`src/hdl/ps2dl_pkg.sv`:
```
// Shared types, codes and helper functions for the PS/2 device-side link.
`timescale 1ns / 1ps

package ps2dl_pkg;

   localparam int TIMER_W = 11;

   typedef enum logic [4:0] {
      PH_IDLE     = 5'd0,
      PH_TX_WCLK  = 5'd1,
      PH_TX_DELAY = 5'd2,
      PH_TX_SETUP = 5'd3,
      PH_TX_LOW   = 5'd4,
      PH_TX_HIGH  = 5'd5,
      PH_RX_WAIT  = 5'd6,
      PH_RX_SETUP = 5'd7,
      PH_RX_LOW   = 5'd8,
      PH_RX_HIGH  = 5'd9,
      PH_ACK_HALF = 5'd10,
      PH_ACK_SET  = 5'd11,
      PH_ACK_LOW  = 5'd12,
      PH_ACK_HIGH = 5'd13
   } phase_type;

   typedef enum logic [2:0] {
      ST_OK         = 3'd0,
      ST_HOST_DATA  = 3'd1,
      ST_CLK_INHIB  = 3'd2,
      ST_NO_REQUEST = 3'd3,
      ST_TIMEOUT    = 3'd4,
      ST_FRAMING    = 3'd5
   } status_type;

   localparam logic [1:0] FUNC_TICK = 2'd0;
   localparam logic [1:0] FUNC_SEND = 2'd1;
   localparam logic [1:0] FUNC_RECV = 2'd2;

   localparam logic [1:0] DRV_NONE = 2'b00;
   localparam logic [1:0] DRV_CLK  = 2'b01;
   localparam logic [1:0] DRV_DATA = 2'b10;

   localparam logic [2:0] CSR_HALF_PHASE  = 3'd0;
   localparam logic [2:0] CSR_FULL_PHASE  = 3'd1;
   localparam logic [2:0] CSR_START_DELAY = 3'd2;
   localparam logic [2:0] CSR_HOST_WAIT   = 3'd3;
   localparam logic [2:0] CSR_ACK_SETUP   = 3'd4;

   localparam logic [7:0] RST_HALF_PHASE  = 8'd20;
   localparam logic [7:0] RST_FULL_PHASE  = 8'd40;
   localparam logic [7:0] RST_START_DELAY = 8'd50;
   localparam logic [9:0] RST_HOST_WAIT   = 10'd555;
   localparam logic [7:0] RST_ACK_SETUP   = 8'd1;

   typedef struct packed {
      logic [1:0] func;
      logic [7:0] tx_byte;
      logic       clk_in;
      logic       data_in;
   } req_type;

   typedef struct packed {
      logic       clk_low;
      logic       data_low;
      logic       busy_res;
      logic       done_res;
      status_type status;
      logic [7:0] rx_byte;
      logic       parity_error;
   } rsp_type;

   typedef struct packed {
      logic [7:0] half_phase_ticks;
      logic [7:0] full_phase_ticks;
      logic [7:0] start_delay_ticks;
      logic [9:0] host_wait_limit;
      logic [7:0] ack_setup_ticks;
   } cfg_type;

   function automatic logic [7:0] at_least_one(input logic [7:0] v);
      return (v == 8'd0) ? 8'd1 : v;
   endfunction

   function automatic logic is_timed(input phase_type p);
      return (p == PH_TX_DELAY) || (p == PH_TX_SETUP) || (p == PH_TX_LOW) ||
             (p == PH_TX_HIGH) || (p == PH_RX_SETUP) || (p == PH_RX_LOW) ||
             (p == PH_RX_HIGH) || (p == PH_ACK_HALF) || (p == PH_ACK_SET) ||
             (p == PH_ACK_LOW) || (p == PH_ACK_HIGH);
   endfunction

   function automatic logic [7:0] phase_len(input phase_type p, input cfg_type c);
      logic [7:0] len;
      case (p)
         PH_TX_DELAY: len = c.start_delay_ticks;
         PH_TX_LOW, PH_RX_LOW, PH_ACK_LOW: len = at_least_one(c.full_phase_ticks);
         PH_ACK_SET:  len = c.ack_setup_ticks;
         default:     len = at_least_one(c.half_phase_ticks);
      endcase
      return len;
   endfunction

endpackage

```
`src/hdl/ps2dl_engine.sv`:
```
// Link state machine: per-tick line sequencing for send, receive and acknowledge.
`timescale 1ns / 1ps

module ps2dl_engine import ps2dl_pkg::*; (
   input  logic    clock,
   input  logic    reset,
   input  logic    step,
   input  req_type req,
   input  cfg_type cfg,
   output rsp_type rsp
);

   phase_type          phase_ff,  phase_in;
   logic [3:0]         bit_cnt_ff, bit_cnt_in;
   logic [7:0]         shift_ff,  shift_in;
   logic               parity_ff, parity_in;
   logic [TIMER_W-1:0] timer_ff,  timer_in;
   logic [1:0]         drive_ff,  drive_in;

   logic       fin;
   status_type fin_status;
   logic [7:0] fin_rx;
   logic       fin_perr;
   logic       do_level;
   logic       tx_bit;
   logic       clk_s, dat_s;

   assign clk_s = req.clk_in;
   assign dat_s = req.data_in;

   always_comb begin
      phase_in   = phase_ff;
      bit_cnt_in = bit_cnt_ff;
      shift_in   = shift_ff;
      parity_in  = parity_ff;
      timer_in   = timer_ff;
      drive_in   = drive_ff;
      fin        = 1'b0;
      fin_status = ST_OK;
      fin_rx     = 8'd0;
      fin_perr   = 1'b0;
      do_level   = 1'b0;
      tx_bit     = 1'b0;

      // request intake, timer advance or level wait
      if (phase_ff == PH_IDLE) begin
         if (req.func == FUNC_SEND) begin
            shift_in   = req.tx_byte;
            bit_cnt_in = 4'd0;
            parity_in  = 1'b1;
            phase_in   = PH_TX_WCLK;
            timer_in   = '0;
            drive_in   = DRV_NONE;
            do_level   = 1'b1;
         end else if (req.func == FUNC_RECV) begin
            shift_in   = 8'd0;
            bit_cnt_in = 4'd0;
            parity_in  = 1'b0;
            phase_in   = PH_RX_WAIT;
            timer_in   = '0;
            drive_in   = DRV_NONE;
            do_level   = 1'b1;
         end
      end else if (is_timed(phase_ff)) begin
         timer_in = timer_ff + TIMER_W'(1);
      end else begin
         do_level = 1'b1;
      end

      if (do_level) begin
         if (phase_in == PH_TX_WCLK) begin
            if (clk_s) begin
               phase_in = PH_TX_DELAY;
               timer_in = '0;
               drive_in = DRV_NONE;
            end
         end else if (phase_in == PH_RX_WAIT) begin
            if (clk_s) begin
               if (dat_s) begin
                  fin = 1'b1; fin_status = ST_NO_REQUEST;
                  phase_in = PH_IDLE; timer_in = '0; drive_in = DRV_NONE;
               end else begin
                  bit_cnt_in = 4'd0;
                  phase_in   = PH_RX_SETUP;
                  timer_in   = '0;
                  drive_in   = DRV_NONE;
               end
            end else if (timer_in > TIMER_W'(cfg.host_wait_limit)) begin
               fin = 1'b1; fin_status = ST_TIMEOUT;
               phase_in = PH_IDLE; timer_in = '0; drive_in = DRV_NONE;
            end else begin
               timer_in = timer_in + TIMER_W'(1);
            end
         end
      end

      // zero-length phases chain at most twice in one tick
      for (int i = 0; i < 2; i++) begin
         if (is_timed(phase_in) &&
             timer_in >= TIMER_W'(phase_len(phase_in, cfg))) begin
            unique case (phase_in)
               PH_TX_DELAY: begin
                  if (!dat_s) begin
                     fin = 1'b1; fin_status = ST_HOST_DATA;
                     phase_in = PH_IDLE; timer_in = '0; drive_in = DRV_NONE;
                  end else begin
                     bit_cnt_in = 4'd0;
                     phase_in   = PH_TX_SETUP;
                     timer_in   = '0;
                     drive_in   = DRV_DATA;   // start bit is 0
                  end
               end
               PH_TX_SETUP: begin
                  phase_in = PH_TX_LOW; timer_in = '0; drive_in = drive_in | DRV_CLK;
               end
               PH_TX_LOW: begin
                  phase_in = PH_TX_HIGH; timer_in = '0; drive_in = drive_in & DRV_DATA;
               end
               PH_TX_HIGH: begin
                  if (bit_cnt_in >= 4'd10) begin
                     fin = 1'b1; fin_status = ST_OK;
                     phase_in = PH_IDLE; timer_in = '0; drive_in = DRV_NONE;
                  end else if (!clk_s) begin
                     fin = 1'b1; fin_status = ST_CLK_INHIB;
                     phase_in = PH_IDLE; timer_in = '0; drive_in = DRV_NONE;
                  end else begin
                     if (bit_cnt_in >= 4'd1 && bit_cnt_in <= 4'd8) begin
                        parity_in = parity_in ^ shift_in[0];
                        shift_in  = {1'b0, shift_in[7:1]};
                     end
                     bit_cnt_in = bit_cnt_in + 4'd1;
                     if (bit_cnt_in == 4'd0)      tx_bit = 1'b0;
                     else if (bit_cnt_in <= 4'd8) tx_bit = shift_in[0];
                     else if (bit_cnt_in == 4'd9) tx_bit = parity_in;
                     else                         tx_bit = 1'b1;
                     phase_in = PH_TX_SETUP;
                     timer_in = '0;
                     drive_in = tx_bit ? DRV_NONE : DRV_DATA;
                  end
               end
               PH_RX_SETUP: begin
                  phase_in = PH_RX_LOW; timer_in = '0; drive_in = DRV_CLK;
               end
               PH_RX_LOW: begin
                  phase_in = PH_RX_HIGH; timer_in = '0; drive_in = DRV_NONE;
               end
               PH_RX_HIGH: begin
                  if (bit_cnt_in < 4'd8) begin
                     if (!clk_s) begin
                        fin = 1'b1; fin_status = ST_CLK_INHIB;
                        phase_in = PH_IDLE; timer_in = '0; drive_in = DRV_NONE;
                     end else begin
                        shift_in   = {dat_s, shift_in[7:1]};
                        parity_in  = parity_in ^ dat_s;
                        bit_cnt_in = bit_cnt_in + 4'd1;
                        phase_in = PH_RX_SETUP; timer_in = '0; drive_in = DRV_NONE;
                     end
                  end else if (bit_cnt_in == 4'd8) begin
                     // flag holds 1 when data plus parity has even weight
                     parity_in  = ~(parity_in ^ dat_s);
                     bit_cnt_in = 4'd9;
                     phase_in = PH_RX_SETUP; timer_in = '0; drive_in = DRV_NONE;
                  end else if (bit_cnt_in == 4'd9) begin
                     if (dat_s) begin
                        phase_in = PH_ACK_HALF; timer_in = '0; drive_in = DRV_NONE;
                     end else begin
                        bit_cnt_in = 4'd10;
                        phase_in = PH_RX_SETUP; timer_in = '0; drive_in = DRV_NONE;
                     end
                  end else begin
                     // hunting for a high data bit after a missing stop bit
                     if (dat_s) begin
                        fin = 1'b1; fin_status = ST_FRAMING; fin_perr = parity_in;
                        phase_in = PH_IDLE; timer_in = '0; drive_in = DRV_NONE;
                     end else begin
                        phase_in = PH_RX_SETUP; timer_in = '0; drive_in = DRV_NONE;
                     end
                  end
               end
               PH_ACK_HALF: begin
                  phase_in = PH_ACK_SET; timer_in = '0; drive_in = DRV_DATA;
               end
               PH_ACK_SET: begin
                  phase_in = PH_ACK_LOW; timer_in = '0; drive_in = DRV_DATA | DRV_CLK;
               end
               PH_ACK_LOW: begin
                  phase_in = PH_ACK_HIGH; timer_in = '0; drive_in = DRV_DATA;
               end
               PH_ACK_HIGH: begin
                  fin = 1'b1; fin_status = ST_OK; fin_rx = shift_in; fin_perr = parity_in;
                  phase_in = PH_IDLE; timer_in = '0; drive_in = DRV_NONE;
               end
               default: begin
               end
            endcase
         end
      end
   end

   always_comb begin
      rsp.clk_low      = drive_in[0];
      rsp.data_low     = drive_in[1];
      rsp.busy_res     = (phase_in != PH_IDLE);
      rsp.done_res     = fin;
      rsp.status       = fin_status;
      rsp.rx_byte      = fin_rx;
      rsp.parity_error = fin_perr;
   end

   always_ff @(posedge clock) begin
      if (reset) begin
         phase_ff   <= PH_IDLE;
         bit_cnt_ff <= 4'd0;
         shift_ff   <= 8'd0;
         parity_ff  <= 1'b0;
         timer_ff   <= '0;
         drive_ff   <= DRV_NONE;
      end else if (step) begin
         phase_ff   <= phase_in;
         bit_cnt_ff <= bit_cnt_in;
         shift_ff   <= shift_in;
         parity_ff  <= parity_in;
         timer_ff   <= timer_in;
         drive_ff   <= drive_in;
      end
   end

endmodule

```
`src/hdl/ps2_device_side_link_unit.sv`:
```
// Top level: register file, link engine and two-entry result buffer.
// An accepted item's result is registered in the output register or in the skid entry.
// One tick item per clock unless req_stall; result path: an output register plus skid.
// req_stall rises only when both result entries are full.
// Synchronous active-high reset: link idle, lines released, registers to defaults.
`timescale 1ns / 1ps

module ps2_device_side_link_unit import ps2dl_pkg::*; (
   input  logic       clock,
   input  logic       reset,
   input  logic       req_valid,
   output logic       req_stall,
   input  req_type    req_payload,
   output logic       rsp_valid,
   input  logic       rsp_stall,
   output rsp_type    rsp_payload,
   input  logic       csr_valid,
   output logic       csr_ready,
   input  logic [2:0] csr_index,
   input  logic [9:0] csr_data
);

   cfg_type cfg_ff;
   rsp_type step_rsp;
   rsp_type out_ff, skid_ff;
   logic    out_vld_ff, skid_vld_ff;
   logic    accept, take;

   assign csr_ready = 1'b1;
   assign req_stall = skid_vld_ff;
   assign accept    = req_valid && !skid_vld_ff;
   assign take      = out_vld_ff && !rsp_stall;
   assign rsp_valid   = out_vld_ff;
   assign rsp_payload = out_ff;

   always_ff @(posedge clock) begin
      if (reset) begin
         cfg_ff.half_phase_ticks  <= RST_HALF_PHASE;
         cfg_ff.full_phase_ticks  <= RST_FULL_PHASE;
         cfg_ff.start_delay_ticks <= RST_START_DELAY;
         cfg_ff.host_wait_limit   <= RST_HOST_WAIT;
         cfg_ff.ack_setup_ticks   <= RST_ACK_SETUP;
      end else if (csr_valid) begin
         unique case (csr_index)
            CSR_HALF_PHASE:  cfg_ff.half_phase_ticks  <= csr_data[7:0];
            CSR_FULL_PHASE:  cfg_ff.full_phase_ticks  <= csr_data[7:0];
            CSR_START_DELAY: cfg_ff.start_delay_ticks <= csr_data[7:0];
            CSR_HOST_WAIT:   cfg_ff.host_wait_limit   <= csr_data;
            CSR_ACK_SETUP:   cfg_ff.ack_setup_ticks   <= csr_data[7:0];
            default: begin
            end
         endcase
      end
   end

   ps2dl_engine u_engine (
      .clock (clock),
      .reset (reset),
      .step  (accept),
      .req   (req_payload),
      .cfg   (cfg_ff),
      .rsp   (step_rsp)
   );

   // output register with one skid entry behind it
   always_ff @(posedge clock) begin
      if (reset) begin
         out_vld_ff  <= 1'b0;
         skid_vld_ff <= 1'b0;
      end else if (accept) begin
         if (!out_vld_ff || take) begin
            out_vld_ff <= 1'b1;
         end else begin
            skid_vld_ff <= 1'b1;
         end
      end else if (take) begin
         if (skid_vld_ff) begin
            skid_vld_ff <= 1'b0;
         end else begin
            out_vld_ff <= 1'b0;
         end
      end
   end

   always_ff @(posedge clock) begin
      if (accept) begin
         if (!out_vld_ff || take) begin
            out_ff <= step_rsp;
         end else begin
            skid_ff <= step_rsp;
         end
      end else if (take && skid_vld_ff) begin
         out_ff <= skid_ff;
      end
   end

endmodule
```
`config.mk`:
```
export PLATFORM = sky130hd
export DESIGN_NAME = ps2_device_side_link_unit
export DESIGN_NICKNAME = d
export VERILOG_FILES = /design/src/hdl/ps2dl_pkg.sv /design/src/hdl/ps2dl_engine.sv /design/src/hdl/ps2_device_side_link_unit.sv
export SDC_FILE = /design/constraint.sdc
export NUM_CORES = 1
export LEC_CHECK = 0
export ABC_AREA = 1
export BUFFER_PORTS_ARGS = -buffer_cell sky130_fd_sc_hd__buf_4
export CORE_MARGIN = 3
export CORE_UTILIZATION = 45
export DETAILED_ROUTE_END_ITERATION = 8
export HOLD_SLACK_MARGIN = 0.15
export PLACE_DENSITY = 0.64
export SLEW_MARGIN = 20
export SYNTH_ARGS = -nofsm -noshare
export SYNTH_HDL_FRONTEND = slang
export SYNTH_SLANG_ARGS = --single-unit
export TNS_END_PERCENT = 1
```
`constraint.sdc`:
```
create_clock -name clock -period 28.5 [get_ports clock]
set_input_delay 4.275 -clock clock [delete_from_list [all_inputs] [get_ports clock]]
set_output_delay 4.275 -clock clock [all_outputs]
set_load 0.05 [all_outputs]
```
==> summary.md, run 1 <==
| Metric | Value |
|---|---|
| Worst-path clk slew | `0.09 ns` |
| Post-CTS setup buffer count | `0` |
| CTS Hold Bufs | `0` |
| Reg2Reg Depth | `55` |
| Post_cts resized | `0` |
| Max-slew violations | `0` |
| Fin crit period | `14.00 ns` |
| Critical path buffer and inverter count | `6` |
| Post-synth top area share | `16.5%` |
| RSZ-0062 raised after global routing | `false` |
| WL/cell | `17.9 um` |
| Reg2Reg Capture Point | `rsp_payload[4]$_DFFE_PP_` |
| Yosys reg bits | `107` |
| Largest net degree at the start of global routing | `51` |
| Max Cap Viol | `0` |
| Hold_ws | `0.467 ns` |
| Mux share of post-synthesis cell area | `0.108%` |
| Startpoint Class | `input port` |
| Syn Inst Count | `1469` |
| Syn Nets | `1538` |
| Number of fill cells in the layout | `2064` |
| Initial Utilization | `46.8%` |
| IO Port Bufs | `47` |
| Final setup violation count | `0` |
| Synth area leader | `nand2_1` |
| Ys flop type | `dfxtp_1` |
| Crit path max-delay family | `simple AND/OR/NAND/NOR gates` |
| CTS buffer count | `9` |
| Starting DRT DRC Count | `1135` |
| CP max stage cell | `a21boi_2` |
| DRT Pass-1 Iters | `8` |
| Post-DP HPWL | `24.2 mm` |
| Core area | `19800 sq um` |
| Slew @ Worst Pin | `1.04 ns` |
| Clock Tree Buf Depth | `2` |
| Part of the cycle the worst path needs | `49.1%` |
| First-pass GRT wire length | `49.9 mm` |
| Rel. slew slack | `30.2%` |
| Tot GR Track Use | `28.1%` |
| Seq/Total Area, Yosys | `26.5%` |
| CTS tree | `yes` |
| Die W | `150 um` |
| GPL Wtd Cong | `1.02` |
| Status | `finished clean` |
| EDFF count, synth | `32` |
| Most used cell along the critical path | `nand2_1` |
| Num rows | `51` |
| Antenna diodes | `0` |
| Worst Path Required | `28.74 ns` |
| Avg Cell Area, Syn | `6.32 sq um` |
| Clk Latency, worst-skew pair | `0.37 ns` |
| Post-Synth Simple-Gate Area | `37.5%` |
| Reg2reg start | `u_engine.phase_ff[1]$_SDFFE_PP0P_` |
| Crit path max fanout | `22` |
| Synth Area in Adders | `5.26%` |
| DRC viols | `0` |
| Die outline height | `150 um` |
| Post-synthesis xor/xnor area fraction | `0.472%` |
| CP Capture Type | `register` |
| Clk sinks | `107` |
| H-tree Lvls | `3` |
| Commonest non-fill, non-tap cell in the layout | `nand2_1` |
| Crit path from | `req_payload[11]` |
| Crit path DAT | `14.24 ns` |
| Die area | `22400 sq um` |
| Congestion Overflow GR | `0` |
| Largest family of logic cells by synthesized area | `simple AND/OR/NAND/NOR gates` |
| Synth area leaders | `nand2_1, dfxtp_1, edfxtp_1, inv_1, nand3_1` |
| Yosys warns | `0` |
| P&R area growth vs syn | `8.33%` |
| WHS Path Cells | `2` |
| DRT antenna net count | `0` |
| Number of global-route vias before repair | `9180` |
| Ys async rst share | `0%` |
| F_max | `0.0714 GHz` |
| Compound-Gate Fraction of Synth Area | `19.8%` |
| Unique masters post-synth | `62` |
| Routed wire length | `31.5 mm` |
| Antenna violations before repair | `0` |
| Clock Skew | `0.0131 ns` |
| CTS root buffer | `clkbuf_16` |
| Share of post-route cells with drive strength above 1 | `11.5%` |
| Tightest Hold Check Type | `reg2reg` |
| Leading cell types in the layout, fill and taps excluded | `nand2_1, inv_1, nor2_1` |
| Via count | `10178` |
| Final hold viol count | `0` |
| Top Ports | `49` |
| Mapped Area | `9280 sq um` |
| Slowest stage delay, CP | `0.84 ns` |
| Hold EP | `cfg_ff[16]$_SDFFE_PP0P_` |
| Hold path start | `cfg_ff[16]$_SDFFE_PP0P_` |
| Fin Setup TNS | `0 ns` |
| Vias/cell | `5.79` |
| Nets | `1556` |
| Sequential Area | `2460 sq um` |
| Crit path kind | `in2reg` |
| Worst R2R Setup Slack | `18.20 ns` |
| Footprint of the multi-input gates | `5880 sq um` |
[Yosys cell counts, types with 4 or more instances]
cell,instances
a221oi_1,6
ha_1,39
buf_4,7
nor2_2,10
nand3_2,12
o21ai_0,107
nand3_1,115
o22ai_1,20
o21ai_2,5
dfxtp_1,75
a31oi_1,4
nand4_1,23
edfxtp_1,32
buf_2,11
inv_1,161
nor3_1,18
a21boi_0,4
nand2_1,407
clkbuf_1,20
nor2_1,122
a211oi_1,4
a22oi_1,6
a21oi_1,105
nor4_1,5
xor2_1,4
nand2_4,4
nand2_2,24
inv_2,23
nor2_4,13
o21ai_1,23
o211ai_1,8
clkinv_1,4
buf_6,5
[routing by layer]
| metal | track usage [%] | share of wire, % | vias to the layer above |
|---|---|---|---|
| li1 | - | - | 4934 |
| met1 | 41.0 | 45 | 4652 |
| met2 | 42.5 | 42 | 509 |
| met3 | 4.39 | 9.1 | 83 |
| met4 | 9.20 | 3.4 | 0 |
| met5 | 0 | 0 | - |
[worst max-delay path by stage]
stage	end	slack (ns)	cells after the start
2_1_floorplan	rsp_payload[0]$_DFFE_PP_	16.47	56
3_3_place_gp	rsp_payload[8]$_DFFE_PP_	14.70	56
3_5_place_dp	rsp_payload[4]$_DFFE_PP_	14.36	55
4_1_cts	rsp_payload[4]$_DFFE_PP_	14.69	55
5_1_grt	rsp_payload[8]$_DFFE_PP_	13.70	55
6_report	rsp_payload[4]$_DFFE_PP_	14.50	57
[per-stage QoR]
step                      util [%]  std cells  instance area (sq um)  worst slack, ns
after detailed placement      49.2       1741                   9760            14.36
final                         50.7       1757                  10100            14.50
after global routing          50.7       1757                  10100            13.70
after CTS                     50.6       1757                  10000            14.69
after floorplan                  -       1469                   9280            16.47
after global placement        49.2       1741                   9760            14.70
[tightest hold or removal path: cells and delay by family, from the launching register on]
family	cells	cell delay, ns
AOI/OAI and AO/OA	1	0.06
buffers and inverters	1	0.06
DFF	1	0.30
[sequential cells by signal, summed over array words and instances (netlist names)]
signal,count
cfg_ff,42
rsp_payload,16
skid_ff,16
u_engine.timer_ff,11
u_engine.shift_ff,8
u_engine.phase_ff,5
u_engine.bit_cnt_ff,4
u_engine.drive_ff,2
req_stall,1
rsp_valid,1
u_engine.parity_ff,1
[logic make-up after synthesis]
| group | after synthesis |
|---|---|
| DFF | 107 |
| adders and majority gates | 39 |
| xor gates and xnor gates | 5 |
| AOI/OAI and AO/OA | 318 |
| buffers and inverters | 233 |
| and+or+nand+nor | 765 |
| other | 1 |
| muxes | 1 |
[area by class of cell]
cell class              count  share of cell area [%]
clock inverters             7                   0.647
flip-flops and latches    107                    24.5
inverters                 189                    7.08
well taps                 265                    3.30
repair buffers             51                    3.81
multi-input cells        1129                    58.4
clock buffers               9                    2.24
Power of run 1 is not shown: default switching activity piles up to over one toggle a cycle in this logic, so the estimate is an artifact.
==> run 2, diff against run 1 <==
--- a/config.mk
+++ b/config.mk
@@ -5,13 +5,13 @@
 export SDC_FILE = /design/constraint.sdc
 export NUM_CORES = 1
 export LEC_CHECK = 0
-export ABC_AREA = 1
+export ABC_AREA = 0
 export BUFFER_PORTS_ARGS = -buffer_cell sky130_fd_sc_hd__buf_4
 export CORE_MARGIN = 3
 export CORE_UTILIZATION = 45
 export DETAILED_ROUTE_END_ITERATION = 8
 export HOLD_SLACK_MARGIN = 0.15
-export PLACE_DENSITY = 0.64
+export PLACE_DENSITY = 0.66
 export SLEW_MARGIN = 20
 export SYNTH_ARGS = -nofsm -noshare
 export SYNTH_HDL_FRONTEND = slang
==> constraint.sdc (replaced) <==
create_clock -name clock -period 11.5 [get_ports clock]
set_input_delay 1.725 -clock clock [delete_from_list [all_inputs] [get_ports clock]]
set_output_delay 1.725 -clock clock [all_outputs]
set_load 0.05 [all_outputs]
==> summary.md, run 2 <==
| Metric | Value |
|---|---|
| Most common cell in the synthesized netlist | `nand2_1 (unchanged)` |
| Largest Register | `cfg_ff (unchanged)` |
| Post-DP HPWL | `21.1 mm (was 24.2 mm)` |
| Slowest stage delay, CP | `0.49 ns (was 0.84 ns)` |
| Clk sinks | `107 (unchanged)` |
| CTS root buffer | `clkbuf_16 (unchanged)` |
| Crit path max-delay family | `simple AND/OR/NAND/NOR gates (unchanged)` |
| Placed Cells | `1392 (was 1741)` |
| WL/cell | `20.3 um (was 17.9 um)` |
| Startpoint Class | `input port (unchanged)` |
| Ys async rst share | `0% (unchanged)` |
| Antenna violations before repair | `0 (unchanged)` |
| Clk Latency, worst-skew pair | `0.38 ns (was 0.37 ns)` |
| Leading cell types in the layout, fill and taps excluded | `nand2_1, nor2_1, a21oi_1 (was nand2_1, inv_1, nor2_1)` |
| Pre-CTS setup slack | `0.289 ns (was 14.36 ns)` |
| Antenna diodes | `0 (unchanged)` |
| Routed wire length | `28.6 mm (was 31.5 mm)` |
| Share of post-route cells with drive strength above 1 | `12.5% (was 11.5%)` |
| RSZ-0062 raised after global routing | `false (unchanged)` |
| DRT Pass-1 Iters | `9 (was 8)` |
| Nets | `1212 (was 1556)` |
| Synth area leader | `dfxtp_1 (was nand2_1)` |
| Final setup violation count | `0 (unchanged)` |
| Max FFs per register | `42 (unchanged)` |
| Slew @ Worst Pin | `0.952 ns (was 1.04 ns)` |
| DRC viols | `5 (was 0)` |
| Max-slew violations | `0 (unchanged)` |
| Syn Nets | `1186 (was 1538)` |
| Worst VDD drop | `0.0000937 V` |
| Largest net degree at the start of global routing | `77 (was 51)` |
| Die outline height | `145 um (was 150 um)` |
| CP Capture Type | `register (unchanged)` |
| Mapped Area | `8690 sq um (was 9280 sq um)` |
| Top Ports | `49 (unchanged)` |
| PwrDens | `136 nW/um^2` |
| Final Util | `51.3% (was 50.7%)` |
| Congestion Overflow GR | `0 (unchanged)` |
| Crit path max fanout | `14 (was 22)` |
| Yosys warns | `0 (unchanged)` |
| EDFF count, synth | `32 (unchanged)` |
| Starting DRT DRC Count | `1079 (was 1135)` |
| Initial Utilization | `46.1% (was 46.8%)` |
| Rel. slew slack | `34.7% (was 30.2%)` |
| First-pass GRT wire length | `45.2 mm (was 49.9 mm)` |
| Fin crit period | `10.81 ns` |
| Part of the cycle the worst path needs | `94.0%` |
| Ys flop type | `dfxtp_1 (unchanged)` |
| Crit path DAT | `10.93 ns (was 14.24 ns)` |
| Number of global-route vias before repair | `8236 (was 9180)` |
| Via count | `8899 (was 10178)` |
| Syn Inst Count | `1117 (was 1469)` |
| Seq/Total Area, Yosys | `28.3% (was 26.5%)` |
| P&R area growth vs syn | `11.2% (was 8.33%)` |
| Core area | `18800 sq um (was 19800 sq um)` |
| Worst Path Required | `11.63 ns (was 28.74 ns)` |
| Max Cap Viol | `0 (unchanged)` |
| CP max stage cell | `nor4_2 (was a21boi_2)` |
| Crit path kind | `in2reg (unchanged)` |
| Unique masters post-synth | `100 (was 62)` |
| Final WS setup | `0.695 ns (was 14.50 ns)` |
| Tot GR Track Use | `26.3% (was 28.1%)` |
| GPL Wtd Cong | `0.971 (was 1.02)` |
| Fin Setup TNS | `0 ns (unchanged)` |
| H-tree Lvls | `3 (unchanged)` |
| Post-DP Area | `9320 sq um (was 9760 sq um)` |
| F_max | `0.0925 GHz` |
| Synth area leaders | `dfxtp_1, edfxtp_1, nand2_1, ha_1, nor2_1 (was nand2_1, dfxtp_1, edfxtp_1, inv_1, nand3_1)` |
| Avg Cell Area, Syn | `7.78 sq um (was 6.32 sq um)` |
| CTS tree | `yes (unchanged)` |
| Worst-path clk slew | `0.08 ns (was 0.09 ns)` |
| Status | `complete, but fails checks (was finished clean)` |
| Tightest Hold Check Type | `reg2reg (unchanged)` |
| IO Port Bufs | `47 (unchanged)` |
| Final hold viol count | `0 (unchanged)` |
| Yosys reg bits | `107 (unchanged)` |
| CTS Hold Bufs | `0 (unchanged)` |
| Die W | `145 um (was 150 um)` |
| Final Cell Area | `9660 sq um (was 10100 sq um)` |
| Clock Tree Buf Depth | `2 (unchanged)` |
| Num rows | `50 (was 51)` |
| Clock Skew | `0.0135 ns (was 0.0131 ns)` |
| DRT antenna net count | `0 (unchanged)` |
| Post-synth top area share | `17.3% (was 16.5%)` |
| Vias/cell | `6.32 (was 5.79)` |
| CTS buffer count | `9 (unchanged)` |
| Critical path buffer and inverter count | `4 (was 6)` |
| Die area | `21000 sq um (was 22400 sq um)` |
| Number of fill cells in the layout | `1868 (was 2064)` |
| Failing checks | `DRC` |
| Lkg Pwr | `3.69 nW` |
| Layout Cells excl Fill | `1408 (was 1757)` |
| Commonest non-fill, non-tap cell in the layout | `nand2_1 (unchanged)` |
| Synth top cells by count | `nand2_1, nor2_1, a21oi_1, dfxtp_1, clkbuf_1 (was nand2_1, inv_1, nor2_1, nand3_1, o21ai_0)` |
-- run 2: cell types whose count changed in the layout (fill, tap and decap cells not counted), sizes merged, moves of 33 or more --
cell,change
inv,-147
nand2,-259
nand3,-102
nor2,-33
o21ai,-91
-- run 2: through the flow --
| stage | total power [W] | hold WS [ns] |
|---|---|---|
| detailed placement | 0.000959 | 0.450 |
| floorplan | 0.000808 | 0.436 |
| global placement | 0.000958 | 0.446 |
| CTS | 0.00130 | 0.462 |
| global route | 0.00138 | 0.483 |
| finish | 0.00131 | 0.458 |
-- run 2: worst min-delay path, delay by kind of cell (launching register included) --
kind | cells | cell delay [ns]
flops | 1 | 0.32
simple gates | 1 | 0.05
compound gates | 1 | 0.05
-- run 2: cell families (layout without fill, tap and decap cells) --
logic type / after synthesis / count (layout) / synth area share (%)
DFF: 107 / 107 / 28.3
other: 1 / 1 / 0.0432
buffers and inverters: 94 / 125 / 4.52
muxes: 35 / 35 / 4.42
xor gates and xnor gates: 11 / 11 / 1.11
adders and majority gates: 41 / 41 / 5.85
and+or+nand+nor: 490 / 490 / 27.6
AOI/OAI and AO/OA: 338 / 338 / 28.1
-- run 2: worst paths after layout --
| check | from | endpoint | slack [ns] | depth (start not counted) |
|---|---|---|---|---|
| max | req_payload[10] | rsp_payload[11]$_DFFE_PP_ | 0.69 | 47 |
| min | cfg_ff[16]$_SDFFE_PP0P_ | cfg_ff[16]$_SDFFE_PP0P_ | 0.46 | 2 |
| max reg2reg | u_engine.phase_ff[3]$_SDFFE_PP0P_ | rsp_payload[11]$_DFFE_PP_ | 1.48 | 42 |
| min reg2reg | cfg_ff[16]$_SDFFE_PP0P_ | cfg_ff[16]$_SDFFE_PP0P_ | 0.46 | 2 |
-- run 2: layout make-up --
class                           instances  area (sq um)  share of cell area, %
Timing Repair Buffer                   74           556                   5.75
Sequential cell                       107          2460                   25.5
Inverter                               35           131                   1.36
Multi-Input combinational cell        916          5870                   60.8
Clock buffer                            9           225                   2.33
Clock inverter                          7          91.3                  0.945
Tap cell                              260           325                   3.37
-- run 2: power breakdown --
group | internal [W] | leakage (nW) | switching [W] | total, W
Clock | 0.000162 | 0.155 | 0.000179 | 0.000341
Sequential | 0.000407 | 0.926 | 0.0000143 | 0.000421
Combinational | 0.000189 | 2.61 | 0.000362 | 0.000550
Total | 0.000757 | 3.69 | 0.000555 | 0.00131
-- run 2: repair_timing --
item                                    in CTS  in global routing
gates resized for setup                      0                  4
endpoints found under the setup margin       0                 13
setup buffers                                0                  0
-- run 2: per-layer routing --
layer / global-route usage, % / up-vias / wire (um)
met5: 0 / - / 0
met4: 9.50 / 0 / 841
met3: 4.28 / 62 / 2040
met2: 43.9 / 408 / 13500
met1: 34.4 / 4217 / 12200
li1: - / 4212 / -
(Power assumes the default switching activity.)
==> run 3, diff against run 2 <==
--- a/config.mk
+++ b/config.mk
@@ -6,12 +6,13 @@
 export NUM_CORES = 1
 export LEC_CHECK = 0
 export ABC_AREA = 0
-export BUFFER_PORTS_ARGS = -buffer_cell sky130_fd_sc_hd__buf_4
 export CORE_MARGIN = 3
 export CORE_UTILIZATION = 45
 export DETAILED_ROUTE_END_ITERATION = 8
+export DONT_BUFFER_PORTS = 1
 export HOLD_SLACK_MARGIN = 0.15
-export PLACE_DENSITY = 0.66
+export PLACE_DENSITY = 0.62
+export SKIP_LAST_GASP = 1
 export SLEW_MARGIN = 20
 export SYNTH_ARGS = -nofsm -noshare
 export SYNTH_HDL_FRONTEND = slang
==> constraint.sdc (replaced) <==
create_clock -name clock -period 9.97 [get_ports clock]
set_input_delay 1.4955 -clock clock [delete_from_list [all_inputs] [get_ports clock]]
set_output_delay 1.4955 -clock clock [all_outputs]
set_load 0.05 [all_outputs]
==> summary.md, run 3 (synthesis results as in run 2) <==
| Metric | Value |
|---|---|
| DRT Pass-1 Iters | `6 (was 9)` |
| Status | `finished clean (was complete, but fails checks)` |
| Clock Skew | `0.0141 ns (was 0.0135 ns)` |
| Core area | `18800 sq um (unchanged)` |
| Crit path DAT | `9.49 ns (was 10.93 ns)` |
| Crit path kind | `in2reg (unchanged)` |
| H-tree Lvls | `3 (unchanged)` |
| Placed Cells | `1376 (was 1392)` |
| Max-slew violations | `0 (unchanged)` |
| Rel. slew slack | `29.5% (was 34.7%)` |
| Critical path buffer and inverter count | `7 (was 4)` |
| Reg2Reg Capture Point | `rsp_payload[13]$_DFFE_PP_ (was rsp_payload[11]$_DFFE_PP_)` |
| Final hold viol count | `0 (unchanged)` |
| Pwr Total | `0.00151 W (was 0.00131 W)` |
| Starting DRT DRC Count | `1011 (was 1079)` |
| DRC viols | `0 (was 5)` |
| Die W | `145 um (unchanged)` |
| Slowest stage delay, CP | `0.42 ns (was 0.49 ns)` |
| First-pass GRT wire length | `44.9 mm (was 45.2 mm)` |
| Max FFs per register | `42 (unchanged)` |
| Fin crit period | `9.40 ns` |
| Fin Setup TNS | `0 ns (unchanged)` |
| Clk sinks | `107 (unchanged)` |
| Comb pwr share | `42.4% (was 41.9%)` |
| Antenna violations before repair | `0 (unchanged)` |
| Reg2Reg Depth | `41 (was 42)` |
| Crit path max-delay family | `compound AO/OA/AOI/OAI gates (was simple AND/OR/NAND/NOR gates)` |
| F_max | `0.106 GHz` |
| Internal power | `0.000894 W (was 0.000757 W)` |
| Worst-path clk slew | `0.08 ns (about the same)` |
| Net switching power | `0.000619 W (was 0.000555 W)` |
| Final Util | `51.6% (was 51.3%)` |
| Flop pwr share | `33.6% (was 32.1%)` |
| Die outline height | `145 um (unchanged)` |
| CP max stage cell | `or3_4 (was nor4_2)` |
| Reg2reg start | `u_engine.timer_ff[3]$_SDFFE_PP0P_ (was u_engine.phase_ff[3]$_SDFFE_PP0P_)` |
| DRT antenna net count | `0 (unchanged)` |
| Most used cell along the critical path | `buf_4` |
| Lkg Pwr | `3.66 nW (was 3.69 nW)` |
| Nets | `1205 (was 1212)` |
| Pre-CTS setup slack | `-0.148 ns (was 0.289 ns)` |
| Hold EP | `cfg_ff[10]$_SDFFE_PP0P_ (was cfg_ff[16]$_SDFFE_PP0P_)` |
| Final setup violation count | `0 (unchanged)` |
| Max Cap Viol | `0 (unchanged)` |
| CTS root buffer | `clkbuf_16 (unchanged)` |
| IO Port Bufs | `0 (was 47)` |
| Initial Utilization | `46.1% (unchanged)` |
| Crit path max fanout | `10 (was 14)` |
| Number of global-route vias before repair | `8005 (was 8236)` |
| Largest Register | `cfg_ff (unchanged)` |
| WHS Path Cells | `2 (unchanged)` |
| Die area | `21000 sq um (unchanged)` |
| Commonest non-fill, non-tap cell in the layout | `nand2_1 (unchanged)` |
| Top Ports | `49 (unchanged)` |
| Final WS setup | `0.565 ns (was 0.695 ns)` |
| Clock Tree Buf Depth | `2 (unchanged)` |
| Post-DP HPWL | `21.5 mm (was 21.1 mm)` |
| Antenna diodes | `0 (unchanged)` |
| Part of the cycle the worst path needs | `94.3%` |
| PwrDens | `156 nW/um^2 (was 136 nW/um^2)` |
| CTS tree | `yes (unchanged)` |
| Clock power share | `24.0% (was 26.0%)` |
| Num rows | `50 (unchanged)` |
| Largest net degree at the start of global routing | `77 (unchanged)` |
| Hold path start | `cfg_ff[10]$_SDFFE_PP0P_ (was cfg_ff[16]$_SDFFE_PP0P_)` |
| Sw frac | `40.9% (was 42.3%)` |
| Leading cell types in the layout, fill and taps excluded | `nand2_1, nor2_1, a21oi_1 (unchanged)` |
| CTS buffer count | `9 (unchanged)` |
| Tot GR Track Use | `26.1% (was 26.3%)` |
| Slew @ Worst Pin | `1.05 ns (was 0.952 ns)` |
| Worst VDD drop | `0.000141 V (was 0.0000937 V)` |
| CP Capture Type | `register (unchanged)` |
| RSZ-0062 raised after global routing | `false (unchanged)` |
| Clk Latency, worst-skew pair | `0.36 ns (was 0.38 ns)` |
| P&R area growth vs syn | `11.9% (was 11.2%)` |
| Routed wire length | `28.6 mm (about the same)` |
| Layout Cells excl Fill | `1401 (was 1408)` |
| CTS Hold Bufs | `0 (unchanged)` |
| Via count | `8798 (was 8899)` |
| Tightest Hold Check Type | `reg2reg (unchanged)` |
| WL/cell | `20.4 um (was 20.3 um)` |
| Startpoint Class | `input port (unchanged)` |
| Worst Path Required | `10.05 ns (was 11.63 ns)` |
| Congestion Overflow GR | `0 (unchanged)` |
| GPL Wtd Cong | `1.01 (was 0.971)` |
| Share of post-route cells with drive strength above 1 | `13.7% (was 12.5%)` |
| Vias/cell | `6.28 (was 6.32)` |
| Worst R2R Setup Slack | `0.81 ns (was 1.48 ns)` |
## run 3: cell types whose count changed in the layout (fill, tap and decap cells not counted), moves of 3 or more
| cell | before | now |
|---|---|---|
| a21oi_2 | 2 | 5 |
| inv_12 | 3 | 0 |
| a21oi_1 | 82 | 79 |
| buf_4 | 74 | 66 |
## run 3: power by group through the flow
stage	logic, W	clock network, W	registers [W]
finish	0.000641	0.000364	0.000509
global route	0.000699	0.000386	0.000511
CTS	0.000603	0.000371	0.000508
detailed placement	0.000598	0	0.000518
global placement	0.000602	0	0.000519
floorplan	0.000426	0	0.000509
## run 3: cell type report
type | count | area [sq um]
clock inverters | 7 | 70.1
clock buffers | 9 | 225
flip-flops and latches | 107 | 2460
repair buffers | 67 | 507
well taps | 260 | 325
fillers | 1824 | 9110
inverters | 35 | 131
multi-input cells | 916 | 6000
## run 3: routing by layer
layer  part of all wire, %  up-vias  routed length [um]  global-route usage (%)
met3                   8.4       61                2400                    5.72
met5                     0        -                   0                       0
met4                   2.5        0                 729                    7.27
li1                      -     4219                   -                       -
met2                    42      406               12000                    38.2
met1                    47     4112               13500                    38.6
## run 3: how the worst max path moves through the flow
| stage | cells after the start | slack, ns | start | end |
|---|---|---|---|---|
| finish | 43 | 0.57 | req_payload[10] | rsp_payload[13]$_DFFE_PP_ |
| detailed placement | 42 | -0.15 | req_payload[10] | rsp_payload[11]$_DFFE_PP_ |
| global route | 47 | 0.02 | req_payload[11] | rsp_payload[13]$_DFFE_PP_ |
| global placement | 44 | 0.07 | req_payload[10] | rsp_payload[11]$_DFFE_PP_ |
| floorplan | 47 | 0.05 | req_payload[10] | rsp_payload[11]$_DFFE_PP_ |
| CTS | 42 | 0.16 | req_payload[10] | rsp_payload[11]$_DFFE_PP_ |
## run 3: what timing repair did
action                                  4_1_cts  5_1_grt
endpoints found under the setup margin        0       57
hold endpoints to repair                      0        0
setup buffers                                 0        9
resized for setup                             0       30
## run 3: stage by stage
stage          hold slack [ns]  area [sq um]
2_1_floorplan            0.436          8710
3_3_place_gp             0.437          9220
3_5_place_dp             0.445          9220
4_1_cts                  0.457          9520
5_1_grt                  0.486          9720
6_report                 0.458          9720
## run 3: tightest hold or removal path, stage by stage (launching register included)
cell and delay [ns]:
dfxtp_1 0.31, nand2_1 0.05, a21oi_1 0.05
